<file path="src/hw/rtl/cbs_pkg.sv">
// Shared types and constants for the bit-serial CRC generator/checker.
package cbs_pkg;

    localparam int REM_MAX = 32;
    localparam int LEN_W   = 6;
    localparam int IDX_W   = $clog2(REM_MAX);
    localparam int KEY_W   = 32;
    localparam int ADDR_W  = 3;
    localparam int DATA_W  = 32;

    localparam logic [KEY_W-1:0] KEY_POLY_RST = 32'h04C1_1DB7;
    localparam logic [LEN_W-1:0] KEY_LEN_RST  = LEN_W'(33);

    localparam logic REG_KEY_BITS = 1'b0;
    localparam logic REG_KEY_LEN  = 1'b1;

    localparam logic ACT_GEN   = 1'b0;
    localparam logic ACT_CHECK = 1'b1;

    typedef enum logic [1:0] {
        KIND_ECHO    = 2'd0,
        KIND_REM     = 2'd1,
        KIND_VERDICT = 2'd2
    } t_kind;

    typedef struct packed {
        logic action;
        logic data_bit;
        logic frame_end;
    } t_in_item;

    typedef struct packed {
        t_kind out_kind;
        logic  out_bit;
        logic  crc_error;
        logic  run_end;
    } t_out_item;

    // broadcast to every cell of the division register
    typedef struct packed {
        logic step;
        logic clear;
        logic fb;
    } t_cell_ctl;

endpackage

</file>
<file path="src/hw/rtl/cbs_cell.sv">
// One bit of the CRC division register.
module cbs_cell (
    input  logic              i_clk,
    input  logic              i_rst_n,
    input  cbs_pkg::t_cell_ctl i_ctl,
    input  logic              i_en,
    input  logic              i_poly,
    input  logic              i_shift,
    output logic              o_bit,
    output logic              o_next
);

    logic r_bit;
    logic n_bit;

    // cells above the remainder length stay at zero
    assign o_next = i_en & (i_shift ^ (i_ctl.fb & i_poly));

    always_comb begin
        n_bit = r_bit;
        if (i_ctl.clear) begin
            n_bit = 1'b0;
        end else if (i_ctl.step) begin
            n_bit = o_next;
        end
    end

    always_ff @(posedge i_clk) begin
        if (!i_rst_n) begin
            r_bit <= 1'b0;
        end else begin
            r_bit <= n_bit;
        end
    end

    assign o_bit = r_bit;

endmodule

</file>
<file path="src/hw/rtl/cbs_apb_regs.sv">
// APB register file: generator key bits and key length.
module cbs_apb_regs (
    input  logic                          i_clk,
    input  logic                          i_rst_n,
    input  logic                          psel,
    input  logic                          penable,
    input  logic                          pwrite,
    input  logic [cbs_pkg::ADDR_W-1:0]    paddr,
    input  logic [cbs_pkg::DATA_W-1:0]    pwdata,
    output logic [cbs_pkg::DATA_W-1:0]    prdata,
    output logic                          pready,
    output logic [cbs_pkg::KEY_W-1:0]     o_key_bits,
    output logic [cbs_pkg::LEN_W-1:0]     o_key_len
);

    logic [cbs_pkg::KEY_W-1:0] r_key_bits;
    logic [cbs_pkg::LEN_W-1:0] r_key_len;
    logic                      wr;
    logic                      sel;

    assign pready = 1'b1;
    assign wr     = psel & penable & pwrite;
    assign sel    = paddr[2];

    always_ff @(posedge i_clk) begin
        if (!i_rst_n) begin
            r_key_bits <= cbs_pkg::KEY_POLY_RST;
            r_key_len  <= cbs_pkg::KEY_LEN_RST;
        end else if (wr) begin
            if (sel == cbs_pkg::REG_KEY_BITS) begin
                r_key_bits <= pwdata[cbs_pkg::KEY_W-1:0];
            end else begin
                r_key_len <= pwdata[cbs_pkg::LEN_W-1:0];
            end
        end
    end

    always_comb begin
        if (sel == cbs_pkg::REG_KEY_LEN) begin
            prdata = {{(cbs_pkg::DATA_W-cbs_pkg::LEN_W){1'b0}}, r_key_len};
        end else begin
            prdata = r_key_bits;
        end
    end

    assign o_key_bits = r_key_bits;
    assign o_key_len  = r_key_len;

endmodule

</file>
<file path="src/hw/rtl/crc_bit_serial_gen_check.sv">
// Top level: bit-serial CRC generator/checker built on a chain of register cells.
//
//  channel  | direction | handshake               | payload
//  ---------+-----------+-------------------------+---------------------------
//  in       | input     | i_in_valid / o_in_ready | i_in_item  (t_in_item)
//  out      | output    | o_out_valid/ i_out_ready| o_out_item (t_out_item)
//  config   | input     | psel/penable/pready     | paddr, pwdata, prdata
//
// One input bit per clock while input is not held off: every cell updates in the accept cycle with one XOR.
// A generate frame end is followed by a drain of rem_len remainder bits (key_len-1,
// at most REM_MAX), one per output item, shifted out of the cell chain; input is held off then.
// The output register takes a new result in the cycle the waiting one is taken;
// while a result waits unaccepted, input is held off.
// Reset (synchronous, i_rst_n low) clears the cells, drain counter and output
// valid, and restores the key registers.
module crc_bit_serial_gen_check (
    input  logic                          i_clk,
    input  logic                          i_rst_n,
    input  logic                          i_in_valid,
    output logic                          o_in_ready,
    input  cbs_pkg::t_in_item             i_in_item,
    output logic                          o_out_valid,
    input  logic                          i_out_ready,
    output cbs_pkg::t_out_item            o_out_item,
    input  logic                          psel,
    input  logic                          penable,
    input  logic                          pwrite,
    input  logic [cbs_pkg::ADDR_W-1:0]    paddr,
    input  logic [cbs_pkg::DATA_W-1:0]    pwdata,
    output logic [cbs_pkg::DATA_W-1:0]    prdata,
    output logic                          pready
);

    localparam int RM = cbs_pkg::REM_MAX;

    logic [cbs_pkg::KEY_W-1:0] key_bits;
    logic [cbs_pkg::LEN_W-1:0] key_len;
    logic [cbs_pkg::LEN_W-1:0] rem_len;
    logic [cbs_pkg::LEN_W-1:0] len_m1;
    logic [cbs_pkg::IDX_W-1:0] top_idx;

    logic [RM-1:0] rem;
    logic [RM-1:0] rem_next;
    logic [RM-1:0] cell_en;
    logic [RM-1:0] cell_poly;
    logic [RM-1:0] cell_shift;
    logic          top;
    logic          shift0;

    cbs_pkg::t_cell_ctl ctl;

    logic                      r_out_valid;
    cbs_pkg::t_out_item        r_out;
    cbs_pkg::t_out_item        n_out;
    logic [cbs_pkg::LEN_W-1:0] r_drain;
    logic [cbs_pkg::LEN_W-1:0] n_drain;
    logic                      can_load;
    logic                      fire;
    logic                      drain_go;
    logic                      load;

    cbs_apb_regs u_regs (
        .i_clk      (i_clk),
        .i_rst_n    (i_rst_n),
        .psel       (psel),
        .penable    (penable),
        .pwrite     (pwrite),
        .paddr      (paddr),
        .pwdata     (pwdata),
        .prdata     (prdata),
        .pready     (pready),
        .o_key_bits (key_bits),
        .o_key_len  (key_len)
    );

    // remainder length: key_len-1, zero for very short keys, saturated at REM_MAX
    assign len_m1 = key_len - cbs_pkg::LEN_W'(1);
    always_comb begin
        if (key_len < cbs_pkg::LEN_W'(2)) begin
            rem_len = '0;
        end else if (len_m1 > cbs_pkg::LEN_W'(RM)) begin
            rem_len = cbs_pkg::LEN_W'(RM);
        end else begin
            rem_len = len_m1;
        end
    end

    assign top_idx = rem_len[cbs_pkg::IDX_W-1:0] - cbs_pkg::IDX_W'(1);
    assign top     = rem[top_idx];

    genvar gi;
    generate
        for (gi = 0; gi < RM; gi++) begin : g_cell
            assign cell_en[gi] = (cbs_pkg::LEN_W'(gi) < rem_len);
            if (gi < cbs_pkg::KEY_W) begin : g_poly
                assign cell_poly[gi] = key_bits[gi];
            end else begin : g_nopoly
                assign cell_poly[gi] = 1'b0;
            end
            if (gi == 0) begin : g_first
                assign cell_shift[gi] = shift0;
            end else begin : g_rest
                assign cell_shift[gi] = rem[gi-1];
            end
            cbs_cell u_cell (
                .i_clk   (i_clk),
                .i_rst_n (i_rst_n),
                .i_ctl   (ctl),
                .i_en    (cell_en[gi]),
                .i_poly  (cell_poly[gi]),
                .i_shift (cell_shift[gi]),
                .o_bit   (rem[gi]),
                .o_next  (rem_next[gi])
            );
        end
    endgenerate

    assign can_load   = !r_out_valid || i_out_ready;
    assign o_in_ready = can_load && (r_drain == '0);
    assign fire       = i_in_valid && o_in_ready;
    assign drain_go   = (r_drain != '0) && can_load;

    always_comb begin
        ctl.step  = 1'b0;
        ctl.clear = 1'b0;
        ctl.fb    = 1'b0;
        shift0    = 1'b0;
        n_out     = r_out;
        n_drain   = r_drain;
        load      = 1'b0;
        if (drain_go) begin
            // plain shift toward the top, zero fills in at the bottom
            ctl.step          = 1'b1;
            load              = 1'b1;
            n_out.out_kind    = cbs_pkg::KIND_REM;
            n_out.out_bit     = top;
            n_out.crc_error   = 1'b0;
            n_out.run_end     = (r_drain == cbs_pkg::LEN_W'(1));
            n_drain           = r_drain - cbs_pkg::LEN_W'(1);
        end else if (fire) begin
            ctl.step = 1'b1;
            if (i_in_item.action == cbs_pkg::ACT_CHECK) begin
                ctl.fb = top;
                shift0 = i_in_item.data_bit;
                if (i_in_item.frame_end) begin
                    ctl.clear       = 1'b1;
                    load            = 1'b1;
                    n_out.out_kind  = cbs_pkg::KIND_VERDICT;
                    n_out.out_bit   = 1'b0;
                    n_out.crc_error = |rem_next;
                    n_out.run_end   = 1'b1;
                end
            end else begin
                ctl.fb          = top ^ i_in_item.data_bit;
                load            = 1'b1;
                n_out.out_kind  = cbs_pkg::KIND_ECHO;
                n_out.out_bit   = i_in_item.data_bit;
                n_out.crc_error = 1'b0;
                n_out.run_end   = !i_in_item.frame_end || (rem_len == '0);
                if (i_in_item.frame_end) begin
                    n_drain = rem_len;
                end
            end
        end
    end

    always_ff @(posedge i_clk) begin
        if (!i_rst_n) begin
            r_out_valid <= 1'b0;
            r_drain     <= '0;
        end else begin
            r_drain <= n_drain;
            if (load) begin
                r_out_valid <= 1'b1;
            end else if (i_out_ready) begin
                r_out_valid <= 1'b0;
            end
        end
    end

    always_ff @(posedge i_clk) begin
        if (load) begin
            r_out <= n_out;
        end
    end

    assign o_out_valid = r_out_valid;
    assign o_out_item  = r_out;

    a_check_end_clears: assert property (@(posedge i_clk) disable iff (!i_rst_n)
        fire && (i_in_item.action == cbs_pkg::ACT_CHECK) && i_in_item.frame_end
        |=> (rem == '0))
        else $error("division register not cleared after check frame end");

    a_echo_loaded: assert property (@(posedge i_clk) disable iff (!i_rst_n)
        fire && (i_in_item.action == cbs_pkg::ACT_GEN)
        |=> o_out_valid && (o_out_item.out_kind == cbs_pkg::KIND_ECHO))
        else $error("generate item did not produce an echo");

    a_drain_bound: assert property (@(posedge i_clk) disable iff (!i_rst_n)
        r_drain <= cbs_pkg::LEN_W'(RM))
        else $error("drain count beyond remainder length");

    a_drain_blocks_input: assert property (@(posedge i_clk) disable iff (!i_rst_n)
        (r_drain != '0) |-> !o_in_ready)
        else $error("input accepted while remainder drains");

endmodule
</file>
<file path="config.mk">
export PLATFORM = sky130hd
export DESIGN_NAME = crc_bit_serial_gen_check
export DESIGN_NICKNAME = d
export VERILOG_FILES = /design/src/hw/rtl/cbs_pkg.sv /design/src/hw/rtl/cbs_cell.sv /design/src/hw/rtl/cbs_apb_regs.sv /design/src/hw/rtl/crc_bit_serial_gen_check.sv
export SDC_FILE = /design/constraint.sdc
export NUM_CORES = 1
export LEC_CHECK = 0
export BUFFER_PORTS_ARGS = -buffer_cell sky130_fd_sc_hd__buf_2
export CORE_UTILIZATION = 55
export CTS_CLUSTER_DIAMETER = 60
export DETAILED_ROUTE_END_ITERATION = 7
export HOLD_SLACK_MARGIN = 0.02
export PLACE_DENSITY = 0.78
export SYNTH_ARGS = -nofsm -noshare
export SYNTH_HDL_FRONTEND = slang
export SYNTH_SLANG_ARGS = --single-unit
</file>
<file path="constraint.sdc">
create_clock -name i_clk -period 10.41 [get_ports i_clk]
set_clock_uncertainty 0.2 [all_clocks]
set_input_delay 0.5205 -clock i_clk [delete_from_list [all_inputs] [get_ports i_clk]]
set_output_delay 0.5205 -clock i_clk [all_outputs]
set_load 0.005 [all_outputs]
</file>
=== Word level (Yosys, flattened, before mapping) ===
Index checks and enable logic that the tools add are counted.

* Eq/ne operators: 3
* Reduce and logical (&&, ||, !) cells: 19
* Add/sub/neg operators: 3
* $lt $le $gt $ge: 35
* Bitwise gates (word level): 101
* Mux-type cells: 27

{| class="wikitable"
|+ Operators by type and width
! operator !! number
|-
| less-than comparator 5 x 6 -> 1 bit, first input constant || 16
|-
| AND 1 bit || 66
|-
| less-than comparator 4 x 6 -> 1 bit, first input constant || 8
|-
| 2-to-1 mux 6 bit || 6
|-
| bitwise XOR 1 bit || 33
|-
| 2-to-1 mux 32 bit || 1
|-
| OR reduction 32 bit || 1
|-
| less-than comparator 3 x 6 -> 1 bit, first input constant || 4
|-
| 2-to-1 mux 5 bit || 3
|-
| 2-to-1 mux 1 bit || 13
|-
| logical NOT 6 bit || 2
|-
| less-than comparator 1 x 6 -> 1 bit, first input constant || 2
|-
| less-than comparator 2 x 6 -> 1 bit, first input constant || 2
|-
| subtractor 6 x 1 -> 6 bit, second input constant || 2
|-
| == test 6 x 1 -> 1 bit, second input constant || 1
|-
| greater-than comparator 6 bit, second input constant || 1
|-
| less-than comparator 5 x 6 -> 1 bit, second input constant || 1
|-
| less-than comparator 6 x 2 -> 1 bit, second input constant || 1
|-
| 2-to-1 mux 3 bit || 2
|-
| AND reduction 3 bit || 2
|-
| nonzero test 2 bit || 3
|-
| nonzero test 6 bit || 1
|-
| binary-select mux 1 bit (select 5 bit) || 1
|-
| subtractor 5 x 1 -> 5 bit, second input constant || 1
|-
| 9 further kinds || 15
|}

* Output and inout port bits: 40
* Word-level logic and storage cells: 228
* Input bits: 45
* Register bits after elaboration: 82

=== Depth between registers and ports, before layout ===
Gate-level depths: netlist of the first run.

* Depth after elaboration: 19
* Mapped depth: 22
* Mapped depth without buffers: 17

=== Cells and area by module ===
From an unflattened synthesis of the first run, not the netlist that was laid out.

* Cell total of the unflattened synthesis: 638
* Area, all modules: 5799.3 um^2

{| class="wikitable"
|+ By module, submodules not included
! module !! times used !! seq. area each (um^2) !! area an instance (um^2) !! cells an instance
|-
| cbs_cell || 32 || 20.0 || 70.1 || 7
|-
| cbs_apb_regs || 1 || 760.7 || 1859.3 || 201
|-
| crc_bit_serial_gen_check || 1 || 290.3 || 1697.9 || 213
|}

=== Worst setup path after synthesis of the first run ===
Ideal clock, no wire load.

* Path kind: reg-to-reg
* From: register u_regs.r_key_len (netlist bit u_regs.o_key_len[0])
* To: register r_out (netlist bit o_out_item[1]) (data pin)
* Clock period less this slack: 5692 ps
* Buffers on the path: 5
* Cell stages (with the launch flop): 23
* Data arrival time: 5214 ps
* Required time: 9932 ps
* Setup time: 278 ps
* Setup slack: 4718 ps
* Cells stage by stage: dfxtp_1 > clkbuf_1 > inv_1 > ha_1 > xor2_1 > nor4_4 > nor2_2 > or2_2 > clkbuf_1 > ha_1 > clkbuf_1 > clkbuf_1 > mux2i_1 > mux2i_1 > mux2i_1 > mux4_2 > xnor2_4 > buf_2 > nand3_1 > xor2_1 > o22ai_1 > nor4b_1 > a41oi_1

* Cells in the longest elaborated chain, start to end: 18
* Elaborated cells on any way between the ends: 144
* Classes of those cells: add/sub (2); order compare (34); mux (10); bitwise (97); reduce/logical (1)

{| class="wikitable"
|+ RTL lines
! item !! line !! source
|-
| start: declaration || cbs_apb_regs.sv:17 || <nowiki>logic [cbs_pkg::LEN_W-1:0] r_key_len;</nowiki>
|-
| start signal: assignment || cbs_apb_regs.sv:28 || <nowiki>r_key_len <= cbs_pkg::KEY_LEN_RST;</nowiki>
|-
| start signal: assignment || cbs_apb_regs.sv:33 || <nowiki>r_key_len <= pwdata[cbs_pkg::LEN_W-1:0];</nowiki>
|-
| subtractor 6 x 1 -> 6 bit || crc_bit_serial_gen_check.sv:77 || <nowiki>assign len_m1 = key_len - cbs_pkg::LEN_W'(1);</nowiki>
|-
| greater-than comparator 6 bit || crc_bit_serial_gen_check.sv:81 || <nowiki>end else if (len_m1 > cbs_pkg::LEN_W'(RM)) begin</nowiki>
|-
| 2-to-1 mux 6 bit || crc_bit_serial_gen_check.sv:81 ||
|-
| 2-to-1 mux 6 bit * || crc_bit_serial_gen_check.sv:79 || <nowiki>if (key_len < cbs_pkg::LEN_W'(2)) begin</nowiki>
|-
| subtractor 5 x 1 -> 5 bit || crc_bit_serial_gen_check.sv:88 || <nowiki>assign top_idx = rem_len[cbs_pkg::IDX_W-1:0] - cbs_pkg::IDX_W'(1);</nowiki>
|-
| binary-select mux 1 bit (select 5 bit) || crc_bit_serial_gen_check.sv:89 || <nowiki>assign top = rem[top_idx];</nowiki>
|-
| 2-to-1 mux 1 bit (not written as such) || crc_bit_serial_gen_check.sv:89 ||
|-
| bitwise XOR 1 bit || crc_bit_serial_gen_check.sv:154 || <nowiki>ctl.fb = top ^ i_in_item.data_bit;</nowiki>
|-
| [2 not listed] || -- ||
|-
| 2-to-1 mux 2 bit || crc_bit_serial_gen_check.sv:131 || <nowiki>if (drain_go) begin</nowiki>
|-
| AND 1 bit || cbs_cell.sv:17 || <nowiki>assign o_next = i_en & (i_shift ^ (i_ctl.fb & i_poly));</nowiki>
|-
| bitwise XOR 1 bit || cbs_cell.sv:17 ||
|-
| AND 1 bit || cbs_cell.sv:17 ||
|-
| OR reduction 32 bit * || crc_bit_serial_gen_check.sv:150 || <nowiki>n_out.crc_error = |rem_next;</nowiki>
|-
| 2-to-1 mux 5 bit * || crc_bit_serial_gen_check.sv:145 || <nowiki>if (i_in_item.frame_end) begin</nowiki>
|-
| 2-to-1 mux 5 bit * || crc_bit_serial_gen_check.sv:142 || <nowiki>if (i_in_item.action == cbs_pkg::ACT_CHECK) begin</nowiki>
|-
| 2-to-1 mux 5 bit * || crc_bit_serial_gen_check.sv:140 || <nowiki>end else if (fire) begin</nowiki>
|-
| end signal: assignment || crc_bit_serial_gen_check.sv:183 || <nowiki>r_out <= n_out;</nowiki>
|-
| end: declaration || crc_bit_serial_gen_check.sv:53 || <nowiki>cbs_pkg::t_out_item r_out;</nowiki>
|}

Mark *: on every way between the ends. The rest lies on a longest branch, timed or not. The select of a mux whose other input is x is not followed.
A chain may end at the register's enable or synchronous reset.

=== Final worst setup path of the first run ===
Same ends and word-level chain as after synthesis.

==> report_table.html, run 1 <==
<table>
<tr><th>Metric</th><th>Value</th></tr>
<tr><th colspan="2">Routing</th></tr>
<tr><td>Remaining routing DRC violations</td><td>0</td></tr>
<tr><td>Initial DRC count</td><td>409</td></tr>
<tr><td>Routed Wire Length</td><td>13.5 mm</td></tr>
<tr><td>Number of nets with antenna violations after routing</td><td>0</td></tr>
<tr><td>Vias per inst</td><td>5.97</td></tr>
<tr><td>Vias</td><td>4768</td></tr>
<tr><td>Detailed-routing iteration count for the pre-antenna-repair pass</td><td>5</td></tr>
<tr><td>Routed len/inst</td><td>16.9 um</td></tr>
<tr><th colspan="2">Critical path</th></tr>
<tr><td>Crit path max-delay cell type</td><td>ha_1</td></tr>
<tr><td>Crit path buffers/inverters</td><td>1</td></tr>
<tr><td>Crit Path Category</td><td>flop to flop</td></tr>
<tr><td>Kind of cell adding the most delay to the critical path</td><td>simple AND/OR/NAND/NOR gates</td></tr>
<tr><td>Path depth of the worst reg2reg path</td><td>17</td></tr>
<tr><td>WP data required</td><td>10.29 ns</td></tr>
<tr><td>Number of stages on the worst setup path</td><td>17</td></tr>
<tr><td>Worst R2R Setup Slack</td><td>3.44 ns</td></tr>
<tr><td>Slowest Stage Delay on Critical Path</td><td>0.91 ns</td></tr>
<tr><td>Cell breakdown of the critical path</td><td>inv_1 &gt; ha_1 &gt; xor2_1 &gt; nor4_4 &gt; nor2_2 &gt; or2_2 &gt; ha_1 &gt; mux2i_1 &gt; mux2i_1 &gt; mux2i_1 &gt; mux4_2 &gt; xnor2_4 &gt; nand3_1 &gt; xor2_1 &gt; o22ai_1 &gt; nor4b_1 &gt; a41oi_1</td></tr>
<tr><td>Data arrival time of the critical path</td><td>6.85 ns</td></tr>
<tr><td>Maximum fanout along the worst path</td><td>34</td></tr>
<tr><td>Element type at the critical path end</td><td>flop</td></tr>
<tr><td>Most frequent CP cell</td><td>mux2i_1</td></tr>
<tr><td>Nature of the critical path startpoint</td><td>flop</td></tr>
<tr><th colspan="2">STA</th></tr>
<tr><td>Final Max Tran Viols</td><td>0</td></tr>
<tr><td>Unrepaired setup endpoints after global routing</td><td>false</td></tr>
<tr><td>Number of hold-slack violations in the final timing report</td><td>0</td></tr>
<tr><td>Post-layout min period</td><td>6.97 ns</td></tr>
<tr><td>Worst Tran Pin Value</td><td>1.21 ns</td></tr>
<tr><td>Relative slew slack</td><td>19.2%</td></tr>
<tr><td>Part of the cycle the worst path needs</td><td>67.0%</td></tr>
<tr><td>Top achievable clock speed</td><td>143 MHz</td></tr>
<tr><td>Post-Route Setup TNS</td><td>0 ns</td></tr>
<tr><td>Endpoints failing setup</td><td>0</td></tr>
<tr><td>Hold slack</td><td>0.158 ns</td></tr>
<tr><th colspan="2">Die</th></tr>
<tr><td>Initial Util</td><td>56.7%</td></tr>
<tr><td>Area of the placeable core</td><td>0.00872 mm2</td></tr>
<tr><td>Die area</td><td>0.00937 mm2</td></tr>
<tr><td>Number of placement rows</td><td>34</td></tr>
<tr><td>Horizontal die dimension</td><td>96.8 um</td></tr>
<tr><td>Vertical die dimension</td><td>96.8 um</td></tr>
<tr><td>Number of ports placed on the die boundary</td><td>85</td></tr>
<tr><th colspan="2">Cells and area</th></tr>
<tr><td>Count of inserted antenna diode cells</td><td>0</td></tr>
<tr><td>Signed area change from the synthesized netlist to the final layout</td><td>12.3%</td></tr>
<tr><td>Fill cell instance count of the final layout</td><td>757</td></tr>
<tr><td>FF+latch area</td><td>0.00169 mm2</td></tr>
<tr><td>Final net count</td><td>735</td></tr>
<tr><td>Total area of multi-input combinational cells</td><td>0.00305 mm2</td></tr>
<tr><td>Ratio of cells with drive above 1 in the final layout</td><td>17.7%</td></tr>
<tr><td>Final core utilization</td><td>63.7%</td></tr>
<tr><td>Final Instance Count excl. Fillers</td><td>798</td></tr>
<tr><th colspan="2">Logic synthesis</th></tr>
<tr><td>Per-instance average area after synthesis</td><td>7.81 um2</td></tr>
<tr><td>Count of mapped cells out of synthesis</td><td>633</td></tr>
<tr><td>Fraction of post-synthesis cell area in the top cell type by area</td><td>31.2%</td></tr>
<tr><td>Dominant cells by area after synthesis</td><td>dfxtp_1, mux2i_1, nand2_1</td></tr>
<tr><td>Cell with the most instances after synthesis</td><td>nand2_1</td></tr>
<tr><td>Dominant register cell in the synthesized netlist</td><td>dfxtp_1</td></tr>
<tr><td>Library cell occupying the most area in the post-synthesis netlist</td><td>dfxtp_1</td></tr>
<tr><td>Cell Area, Synth</td><td>0.00494 mm2</td></tr>
<tr><td>Count of flip-flops with a built-in enable after synthesis</td><td>5</td></tr>
<tr><td>Ys async rst share</td><td>0%</td></tr>
<tr><td>Sequential element share of the synthesized area</td><td>34.2%</td></tr>
<tr><td>Commonest cells in the synthesized netlist</td><td>nand2_1, dfxtp_1, nor2_1</td></tr>
<tr><td>Post-Synthesis Net Count</td><td>683</td></tr>
<tr><td>Synth cell types</td><td>57</td></tr>
<tr><td>Warnings from Yosys</td><td>0</td></tr>
<tr><td>Number of synthesized register bits</td><td>82</td></tr>
<tr><th colspan="2">Place</th></tr>
<tr><td>Input/output buffers</td><td>81</td></tr>
<tr><td>Cell Count Post-Placement</td><td>782</td></tr>
<tr><td>Total half-perimeter wirelength after legalization and detailed placement</td><td>9.78 mm</td></tr>
<tr><td>Placer congestion estimate</td><td>0.920</td></tr>
<tr><th colspan="2">Global route</th></tr>
<tr><td>GRT Total Usage</td><td>28.9%</td></tr>
<tr><td>Pin count of the biggest net entering global routing</td><td>59</td></tr>
<tr><td>Overflow left after global routing</td><td>0</td></tr>
<tr><td>Vias in the first global route</td><td>4344</td></tr>
<tr><td>Global-route wire length before repair</td><td>21.8 mm</td></tr>
<tr><td>Antenna violations before repair</td><td>0</td></tr>
<tr><th colspan="2">CTS</th></tr>
<tr><td>CTS Sinks</td><td>82</td></tr>
<tr><td>Clock Pin Slew Worst Setup and Hold Paths</td><td>0.09 ns</td></tr>
<tr><td>Number of buffers between clock root and the deepest sink</td><td>2</td></tr>
<tr><td>CTS Buf Count</td><td>9</td></tr>
<tr><td>Post-CTS Setup Repair Bufs</td><td>0</td></tr>
<tr><td>Post-CTS Hold Fix Bufs</td><td>0</td></tr>
<tr><td>Post-CTS sizing</td><td>0</td></tr>
<tr><td>Clk Tree Root Cell</td><td>clkbuf_8</td></tr>
<tr><td>Clock latency at the later pin of the worst-skew pair</td><td>0.37 ns</td></tr>
<tr><td>H-tree depth reported by CTS</td><td>3</td></tr>
<tr><td>TritonCTS clock tree</td><td>done</td></tr>
<tr><th colspan="2">Pwr</th></tr>
<tr><td>Worst vdd rail ir drop</td><td>111 uV</td></tr>
<tr><td>Logic gate share of total power</td><td>36.0%</td></tr>
<tr><td>Share of total power consumed by net switching</td><td>39.2%</td></tr>
<tr><td>Part of the total power dissipated in sequential elements</td><td>38.6%</td></tr>
<tr><td>Static leakage</td><td>2.29 nW</td></tr>
<tr><td>Internal</td><td>0.604 mW</td></tr>
<tr><td>Pwr per Cell Area</td><td>179 mW/mm2</td></tr>
<tr><td>Share of power burned in the clock network</td><td>25.4%</td></tr>
<tr><td>Switching power</td><td>0.390 mW</td></tr>
<tr><th colspan="2">Min path</th></tr>
<tr><td>Hold Path Depth</td><td>3</td></tr>
<tr><td>Path type of the worst min-delay path</td><td>input port to flop</td></tr>
<tr><th colspan="2">Flow run</th></tr>
<tr><td>Max-cap viol count</td><td>0</td></tr>
<tr><th colspan="2">Outcome</th></tr>
<tr><td>Run status</td><td>complete, no violations</td></tr>
</table>
-- power by group through the flow --
stage	sequential [mW]	clock, mW	combinational (mW)
2_1_floorplan	0.385	0	0.260
3_3_place_gp	0.387	0	0.340
3_5_place_dp	0.390	0	0.350
4_1_cts	0.382	0.252	0.351
5_1_grt	0.387	0.269	0.393
6_report	0.383	0.253	0.358
-- state kept, by name, summed over array words and instances (netlist names) --
signal / cells
u_regs.o_key_len: 6
o_out_valid: 1
o_out_item: 5
g_cell.u_cell.o_bit: 32
u_regs.o_key_bits: 32
r_drain: 6
-- worst paths after layout --
check / start / endpoint
max reg2reg: u_regs.o_key_len[0] / o_out_item[1]
max: u_regs.o_key_len[0] / o_out_item[1]
min reg2reg: u_regs.o_key_bits[28] / u_regs.o_key_bits[28]
min: pwdata[12] / u_regs.o_key_bits[12]
-- layout make-up --
class,count,share of cell area (%)
clock buffer,11,2.75
clock inverter,5,1.06
inverter,8,0.541
multi-input combinational,499,54.9
sequential,82,30.5
tap,108,2.43
timing repair buffer,85,7.84
-- cells in the final DEF, fill, tap and decap left out, types with 3 or more instances in the layout --
cell       n
a21oi_1   47
mux2_2     6
nand2b_1   4
o22ai_1   12
buf_4      4
nor2_1    51
inv_1      8
ha_1       5
dfxtp_1   77
nor4_1     6
edfxtp_1   5
nor2b_1   34
a21boi_0  19
nor3_1    26
and2_1     6
nand3_1   49
clkbuf_8   9
o21ai_0   16
nand4_1    3
xor2_1    31
buf_2     81
nand2_1   96
xnor2_1    7
mux2i_1   36
-- stage by stage --
stage	setup WS (ns)	cell area (um2)	power, mW
finish	3.44	5550	0.994
global route	3.11	5550	1.05
CTS	3.56	5550	0.986
detailed placement	3.64	5340	0.740
global placement	3.74	5340	0.728
floorplan	4.72	4940	0.644
-- tightest hold or removal path, cell delays in order --
cell and delay, ns:
buf_2 0.07, nand2_1 0.04, nand3_1 0.07
-- cell families (layout without fill, tap and decap cells) --
family                     after synthesis  count (layout)  share of synthesized area [%]
DFF                                     82              82                           34.2
adders and majority gates                5               5                           1.27
xor gates and xnor gates                40              40                           7.85
and+or+nand+nor                        290             290                           28.0
other                                    1               1                         0.0759
muxes                                   43              43                           9.11
AOI/OAI and AO/OA                      120             120                           15.1
buffers and inverters                   52             109                           4.40
-- routing by layer --
layer	global-route usage (%)	share of wire, %	wire (um)
met5	0	0	0
met3	7.08	8.2	1110
met1	38.5	43	5790
met2	44.4	45	6120
met4	12.9	3.3	451
(Power assumes the default switching activity.)
==> inputs of run 2 (changes only) <==
- CORE_UTILIZATION: 55 -> 51
- PLACE_DENSITY: 0.78 -> 0.76
- clock period: 10.41 -> 5.63 ns (I/O delays scaled with it)
==> report_table.html, run 2 (synthesized netlist as in run 1, its figures left out) <==
<table>
<tr><th>Metric</th><th>Value</th></tr>
<tr><th colspan="2">Outcome</th></tr>
<tr><td>Run status</td><td>complete, no violations</td></tr>
<tr><th colspan="2">STA</th></tr>
<tr><td>Post-layout min period</td><td>5.47 ns</td></tr>
<tr><td>Hold slack</td><td>0.0822 ns</td></tr>
<tr><td>Relative slew slack</td><td>18.0%</td></tr>
<tr><td>Worst Tran Pin Value</td><td>1.23 ns</td></tr>
<tr><td>Final Max Tran Viols</td><td>0</td></tr>
<tr><td>Top achievable clock speed</td><td>183 MHz</td></tr>
<tr><td>Post-Route Setup TNS</td><td>0 ns</td></tr>
<tr><td>Number of hold-slack violations in the final timing report</td><td>0</td></tr>
<tr><td>Unrepaired setup endpoints after global routing</td><td>false</td></tr>
<tr><td>Part of the cycle the worst path needs</td><td>97.1%</td></tr>
<tr><td>Worst setup margin</td><td>0.162 ns</td></tr>
<tr><td>Endpoints failing setup</td><td>0</td></tr>
<tr><th colspan="2">Cells and area</th></tr>
<tr><td>Most common library cell in the layout ignoring fill and taps</td><td>nand2_1</td></tr>
<tr><td>Signed area change from the synthesized netlist to the final layout</td><td>21.7%</td></tr>
<tr><td>Final net count</td><td>785</td></tr>
<tr><td>Final Instance Count excl. Fillers</td><td>868</td></tr>
<tr><td>Count of inserted antenna diode cells</td><td>0</td></tr>
<tr><td>Most used cells in the layout excluding fill and tap cells</td><td>nand2_1, buf_2, dfxtp_1, nor2_1, nand3_1</td></tr>
<tr><td>Ratio of cells with drive above 1 in the final layout</td><td>19.1%</td></tr>
<tr><td>Fill cell instance count of the final layout</td><td>792</td></tr>
<tr><td>Final core utilization</td><td>64.5%</td></tr>
<tr><th colspan="2">Die</th></tr>
<tr><td>Horizontal die dimension</td><td>100 um</td></tr>
<tr><td>Vertical die dimension</td><td>100 um</td></tr>
<tr><td>Initial Util</td><td>53.0%</td></tr>
<tr><td>Area of the placeable core</td><td>0.00933 mm2</td></tr>
<tr><td>Number of ports placed on the die boundary</td><td>85</td></tr>
<tr><td>Number of placement rows</td><td>35</td></tr>
<tr><td>Die area</td><td>0.0101 mm2</td></tr>
<tr><th colspan="2">CTS</th></tr>
<tr><td>Number of buffers between clock root and the deepest sink</td><td>2</td></tr>
<tr><td>Clk Tree Root Cell</td><td>clkbuf_8</td></tr>
<tr><td>CTS Buf Count</td><td>9</td></tr>
<tr><td>CTS Sinks</td><td>82</td></tr>
<tr><td>Clock latency at the later pin of the worst-skew pair</td><td>0.37 ns</td></tr>
<tr><td>TritonCTS clock tree</td><td>done</td></tr>
<tr><td>H-tree depth reported by CTS</td><td>3</td></tr>
<tr><td>Clock Pin Slew Worst Setup and Hold Paths</td><td>0.09 ns</td></tr>
<tr><th colspan="2">Place</th></tr>
<tr><td>Placer congestion estimate</td><td>0.954</td></tr>
<tr><td>Cell Count Post-Placement</td><td>816</td></tr>
<tr><td>Total half-perimeter wirelength after legalization and detailed placement</td><td>9.98 mm</td></tr>
<tr><td>Worst-case setup slack after placement</td><td>0.0243 ns</td></tr>
<tr><td>Input/output buffers</td><td>81</td></tr>
<tr><th colspan="2">Global route</th></tr>
<tr><td>Vias in the first global route</td><td>4552</td></tr>
<tr><td>Antenna violations before repair</td><td>0</td></tr>
<tr><td>GRT Total Usage</td><td>29.4%</td></tr>
<tr><td>Overflow left after global routing</td><td>0</td></tr>
<tr><td>Pin count of the biggest net entering global routing</td><td>59</td></tr>
<tr><td>Global-route wire length before repair</td><td>23.0 mm</td></tr>
<tr><th colspan="2">Critical path</th></tr>
<tr><td>Data arrival time of the critical path</td><td>5.36 ns</td></tr>
<tr><td>WP data required</td><td>5.52 ns</td></tr>
<tr><td>Crit Path Category</td><td>flop to flop</td></tr>
<tr><td>Nature of the critical path startpoint</td><td>flop</td></tr>
<tr><td>Maximum fanout along the worst path</td><td>16</td></tr>
<tr><td>Element type at the critical path end</td><td>flop</td></tr>
<tr><th colspan="2">Routing</th></tr>
<tr><td>Initial DRC count</td><td>384</td></tr>
<tr><td>Detailed-routing iteration count for the pre-antenna-repair pass</td><td>6</td></tr>
<tr><td>Vias per inst</td><td>5.68</td></tr>
<tr><td>Routed len/inst</td><td>16.3 um</td></tr>
<tr><td>Number of nets with antenna violations after routing</td><td>0</td></tr>
<tr><td>Remaining routing DRC violations</td><td>0</td></tr>
<tr><td>Routed Wire Length</td><td>14.1 mm</td></tr>
<tr><td>Vias</td><td>4934</td></tr>
<tr><th colspan="2">Pwr</th></tr>
<tr><td>Worst vdd rail ir drop</td><td>260 uV</td></tr>
<tr><td>Static leakage</td><td>2.50 nW</td></tr>
<tr><td>Pwr per Cell Area</td><td>298 mW/mm2</td></tr>
<tr><th colspan="2">Min path</th></tr>
<tr><td>Path type of the worst min-delay path</td><td>input port to flop</td></tr>
<tr><th colspan="2">Flow run</th></tr>
<tr><td>Max-cap viol count</td><td>0</td></tr>
</table>
## run 2: cell types whose count changed in the layout (fill, tap and decap cells not counted), sizes merged
cell,previous run,this run
inv,10,9
clkinv,2,3
dlygate4sd3,0,32
bufinv,1,0
buf,85,103
## run 2: metrics by stage
| stage | power (mW) | area (um2) |
|---|---|---|
| after floorplan | 1.19 | 4940 |
| after global placement | 1.35 | 5480 |
| after detailed placement | 1.37 | 5480 |
| after CTS | 1.78 | 5970 |
| after global routing | 1.90 | 6020 |
| final | 1.79 | 6020 |
## run 2: path summary, 6_finish.rpt
kind	startpoint	endpoint	slack [ns]	cells past startpoint
worst max register to register	u_regs.o_key_len[1]	o_out_item[1]	0.16	17
worst max-delay path	u_regs.o_key_len[1]	o_out_item[1]	0.16	17
worst min register to register	u_regs.o_key_bits[15]	u_regs.o_key_bits[15]	0.28	2
worst min-delay path	i_out_ready	o_out_valid	0.08	3
## run 2: report_power, final
part | total [mW] | switching, mW | internal [mW]
Combinational | 0.689 | 0.444 | 0.246
Sequential | 0.708 | 0.0464 | 0.662
Clock | 0.394 | 0.223 | 0.171
## run 2: final cells by class
class | instances | area (um2) | area share, %
clock inverters | 4 | 27.5 | 0.458
flip-flops and latches | 82 | 1690 | 28.1
clock buffers | 11 | 141 | 2.35
well taps | 129 | 161 | 2.68
repair buffers | 135 | 903 | 15.0
multi-input cells | 499 | 3060 | 50.9
inverters | 8 | 30.0 | 0.499
## run 2: worst max-delay path, cell delays in order (launching register included)
cell and delay, ns:
dfxtp_1 0.40, nor4_2 0.46, mux2i_1 0.47, nor2_2 0.09
or2_2 0.31, ha_1 0.34, buf_12 0.17, mux2i_1 0.12
mux2i_1 0.21, mux2i_1 0.13, mux4_2 0.57, xnor2_4 0.31
buf_4 0.19, nand3_1 0.09, xnor2_1 0.20, a2111oi_0 0.46
nor3b_1 0.28, a41oi_1 0.16
## run 2: repair_timing
action	CTS	global route
gates resized for setup	0	2
hold buffers	32	0
endpoints found under the setup margin	1	1
endpoints found under the hold margin	38	0
buffers inserted	0	5
pin swaps	1	2
## run 2: per-layer routing
| metal | GRT usage [%] | share of wire [%] | vias up |
|---|---|---|---|
| met1 | 38.8 | 44 | 2281 |
| met4 | 10.4 | 2.6 | 0 |
| met5 | 0 | 0 | - |
| met2 | 48.5 | 47 | 225 |
| met3 | 4.85 | 6.1 | 30 |
| li1 | - | - | 2398 |
